File: src/rtl/gmcp_pkg.sv
// gmcp_pkg: shared widths, types, register indexes and helpers for the
// grid minimum-cost path unit. No dependencies.
package gmcp_pkg;

    localparam int MAX_ROWS = 1024;
    localparam int MAX_COLS = 1024;

    localparam int COST_W = 16;
    localparam int SUM_W  = 27;
    localparam int DIM_W  = 11;
    localparam int ROW_W  = (MAX_ROWS > 1) ? $clog2(MAX_ROWS) : 1;
    localparam int COL_W  = (MAX_COLS > 1) ? $clog2(MAX_COLS) : 1;
    localparam int IDX_W  = 1;

    typedef logic signed [COST_W-1:0] cost_t;
    typedef logic signed [SUM_W-1:0]  sum_t;
    typedef logic [DIM_W-1:0]         dim_t;
    typedef logic [ROW_W-1:0]         row_t;
    typedef logic [COL_W-1:0]         col_t;
    typedef logic [IDX_W-1:0]         idx_t;

    localparam idx_t REG_NUM_ROWS = idx_t'(0);
    localparam idx_t REG_NUM_COLS = idx_t'(1);

    typedef struct packed {
        logic has_up;
        logic has_left;
    } nbr_t;

    function automatic dim_t clamp_dim(input dim_t value, input dim_t max_value);
        dim_t result;
        if (value == '0)
        begin
            result = dim_t'(1);
        end
        else if (value > max_value)
        begin
            result = max_value;
        end
        else
        begin
            result = value;
        end
        return result;
    endfunction

endpackage

File: src/rtl/gmcp_cell_calc.sv
// gmcp_cell_calc: path sum of one cell: cost plus the least existing
// neighbor sum, saturated to the sum width. Depends on gmcp_pkg.
module gmcp_cell_calc (
    input  gmcp_pkg::cost_t cost,
    input  gmcp_pkg::sum_t  up_sum,
    input  gmcp_pkg::sum_t  left_sum,
    input  gmcp_pkg::sum_t  upper_left_sum,
    input  gmcp_pkg::nbr_t  nbr,
    output gmcp_pkg::sum_t  path_sum
);
    import gmcp_pkg::*;

    sum_t                best;
    logic signed [SUM_W:0] total;

    always_comb
    begin
        best = '0;
        if (nbr.has_up)
        begin
            best = up_sum;
        end
        if (nbr.has_left && (!nbr.has_up || left_sum < best))
        begin
            best = left_sum;
        end
        if (nbr.has_up && nbr.has_left && upper_left_sum < best)
        begin
            best = upper_left_sum;
        end
        total = (SUM_W+1)'(cost) + (SUM_W+1)'(best);
        if (total[SUM_W] != total[SUM_W-1])
        begin
            path_sum = total[SUM_W] ? {1'b1, {(SUM_W-1){1'b0}}} : {1'b0, {(SUM_W-1){1'b1}}};
        end
        else
        begin
            path_sum = total[SUM_W-1:0];
        end
    end

endmodule

File: config.mk
export PLATFORM = sky130hd
export DESIGN_NAME = gmcp_cell_calc
export DESIGN_NICKNAME = d
export VERILOG_FILES = /design/src/rtl/gmcp_pkg.sv /design/src/rtl/gmcp_cell_calc.sv
export SDC_FILE = /design/constraint.sdc
export NUM_CORES = 1
export LEC_CHECK = 0
export BUFFER_PORTS_ARGS = -buffer_cell sky130_fd_sc_hd__buf_2
export CAP_MARGIN = 10
export CORE_MARGIN = 5
export CORE_UTILIZATION = 48
export DETAILED_ROUTE_END_ITERATION = 7
export PLACE_DENSITY = 0.8
export REMOVE_ABC_BUFFERS = 1
export SLEW_MARGIN = 20
export SYNTH_ARGS = -nofsm -noshare
export SYNTH_HDL_FRONTEND = slang
export SYNTH_SLANG_ARGS = --single-unit
File: constraint.sdc
create_clock -name vclk -period 16.6
set_input_delay 0.83 -clock vclk [all_inputs]
set_output_delay 0.83 -clock vclk [all_outputs]
set_load 0.03 [all_outputs]
==> summary.txt <==
Outcome
  – Outcome: finished, final reports clean

Timing
  – Final Hold Fails: 0
  – Fmax: 96.8 MHz
  – Setup TNS: 0 ns
  – Slew at the pin closest to its max-slew limit: 1.10 ns
  – Period minus WS final: 10.33 ns
  – Slew Viols, Final: 0
  – Slew headroom: 0.262
  – RSZ-0062 raised after global routing: no
  – Final number of setup-violating endpoints: 0
  – Worst Hold Slack: 2.24 ns
  – Tcrit/Tclk final: 0.622

Hold path
  – WHS Path Cells: 5
  – Hold worst-path end: path_sum[1]
  – Hold Crit Start: cost[1]
  – Worst min path class: input port to output port

Yosys
  – Largest cells by area after synthesis: ha_1 (28%), a21oi_1 (9.2%), mux2i_1 (7.4%)
  – Post-synth top area share: 0.275
  – Post-Synth XOR/XNOR Area: 0.0482
  – Mux share of post-synthesis cell area: 0.0774
  – Biggest area consumer among synthesized cells: ha_1
  – Yosys cell types: 58
  – Top cells by count, synth: ha_1 (80), a21oi_1 (67), nand2_1 (64)
  – Main combinational cell family by area after synthesis: compound AO/OA/AOI/OAI gates
  – Most numerous cell in the Yosys netlist: ha_1
  – Avg Inst Size Synth: 7.01 µm²
  – Post-synthesis compound-gate area fraction: 0.315
  – YS warnings: 0
  – Synth Area in Simple Gates: 0.195
  – Mapped Area: 3640 µm²
  – Cells after synthesis: 519
  – Synth Area in Adders: 0.300
  – Sequential area share after synthesis: 0

Layout
  – Flip-flop and latch count: 0
  – Final #Nets: 810
  – Layout cell share with drive strength beyond 1: 0.237
  – Clkbuf count: 0
  – Diode count: 0
  – Area grow syn2layout: 18.9%
  – Seq. cell area: 0 µm²

Clock network
  – Cts hold-fix bufs: 0
  – Post-CTS Setup Repair Bufs: 0
  – Cts repair resizes: 0

GRT
  – Largest net degree at the start of global routing: 31
  – Global-route wire length before repair: 17900 µm
  – Gr usage total: 0.216
  – Initial antenna violation count: 0
  – Vias in the first global route: 3967
  – Total gr overflow: 0

Detailed routing
  – Antenna Violating Nets Remaining: 0
  – WL/cell: 14.8 µm
  – Vias per cell: 5.61
  – First-pass detailed-route iteration total: 4
  – Vias: 4082
  – Initial drt markers: 164
  – # DRC: 0
  – DRT Wirelength: 10800 µm

Critical path
  – Worst path required time: 15.77 ns
  – CP Class: input port to output port
  – CP arrival: 9.50 ns
  – Critical path's largest stage delay: 0.87 ns
  – Worst path bufs/invs: 3
  – Slowest cell on the critical path: o21ai_4
  – Crit Path Max Fanout: 30
  – Top delay family on crit path: compound AO/OA/AOI/OAI gates
  – Critical path endpoint category: output port
  – CP Launch Type: input port

Placement
  – DP HPWL: 9560 µm
  – Gpl congestion: 0.931
  – IO Port Bufs: 126

Die
  – Site Rows: 31
  – # IOs: 126
  – Initial Util: 0.496
  – Core ar.: 7330 µm²
  – Die width: 97.1 µm
  – Die area: 9420 µm²
  – Die height: 97.1 µm

Pwr
  – Leak Pwr: 2.18 nW
  – Pwr dens: 90.8 nW/µm²
  – Max VDD drop: 43.5 µV

Run
  – Max cap viols: 0
==> power by group <==
group,switching [mW],total (mW),internal [mW]
combinational,0.253,0.393,0.140
sequential,0,0,0
clock,0,0,0
total,0.253,0.393,0.140
==> through the flow <==
stage,setup slack (ns),total power [mW],utilization,instances,cell area (µm²)
6_report,6.27,0.393,0.590,727,4330
5_1_grt,5.53,0.430,0.590,727,4330
4_1_cts,6.29,0.394,0.590,727,4330
3_5_place_dp,6.32,0.393,0.590,727,4330
3_3_place_gp,6.54,0.386,0.590,727,4330
2_1_floorplan,5.17,0.291,-,501,3530
==> how the worst max path moves through the flow <==
stage	from	cells after the start	end	slack, ns
floorplan	up_sum[24]	26	path_sum[11]	5.17
global placement	nbr[1]	30	path_sum[11]	6.54
detailed placement	nbr[1]	30	path_sum[11]	6.32
CTS	nbr[1]	30	path_sum[11]	6.29
global route	nbr[1]	30	path_sum[5]	5.53
finish	nbr[1]	30	path_sum[11]	6.27
==> placed cells by master (no fill, tap or decap), drive strengths merged, types with 11 or more instances in the layout <==
master	count
xnor2	11
nand2	64
a21o	23
inv	35
mux2i	27
nor2	47
ha	80
o21ai	26
a21oi	77
buf	127
==> area by class of cell <==
cell class | instances | area (µm²)
multi-input combinational | 466 | 3430
timing repair buffer | 127 | 638
fill | 735 | 3010
inverter | 35 | 131
tap | 99 | 124
==> cells by family after synthesis <==
group | Yosys count
adders and majority gates | 88
xor gates and xnor gates | 20
muxes | 28
and+or+nand+nor | 158
AOI/OAI and AO/OA | 172
buffers and inverters | 53
==> metal layers <==
layer / global-route usage / part of all wire / up-vias
met5: 0 / 0 / -
met4: 0.0259 / 0.012 / 0
met3: 0.0187 / 0.048 / 12
met1: 0.293 / 0.47 / 1841
li1: - / - / 2121
met2: 0.382 / 0.47 / 108
No activity file was read; power rests on OpenSTA's default activity.
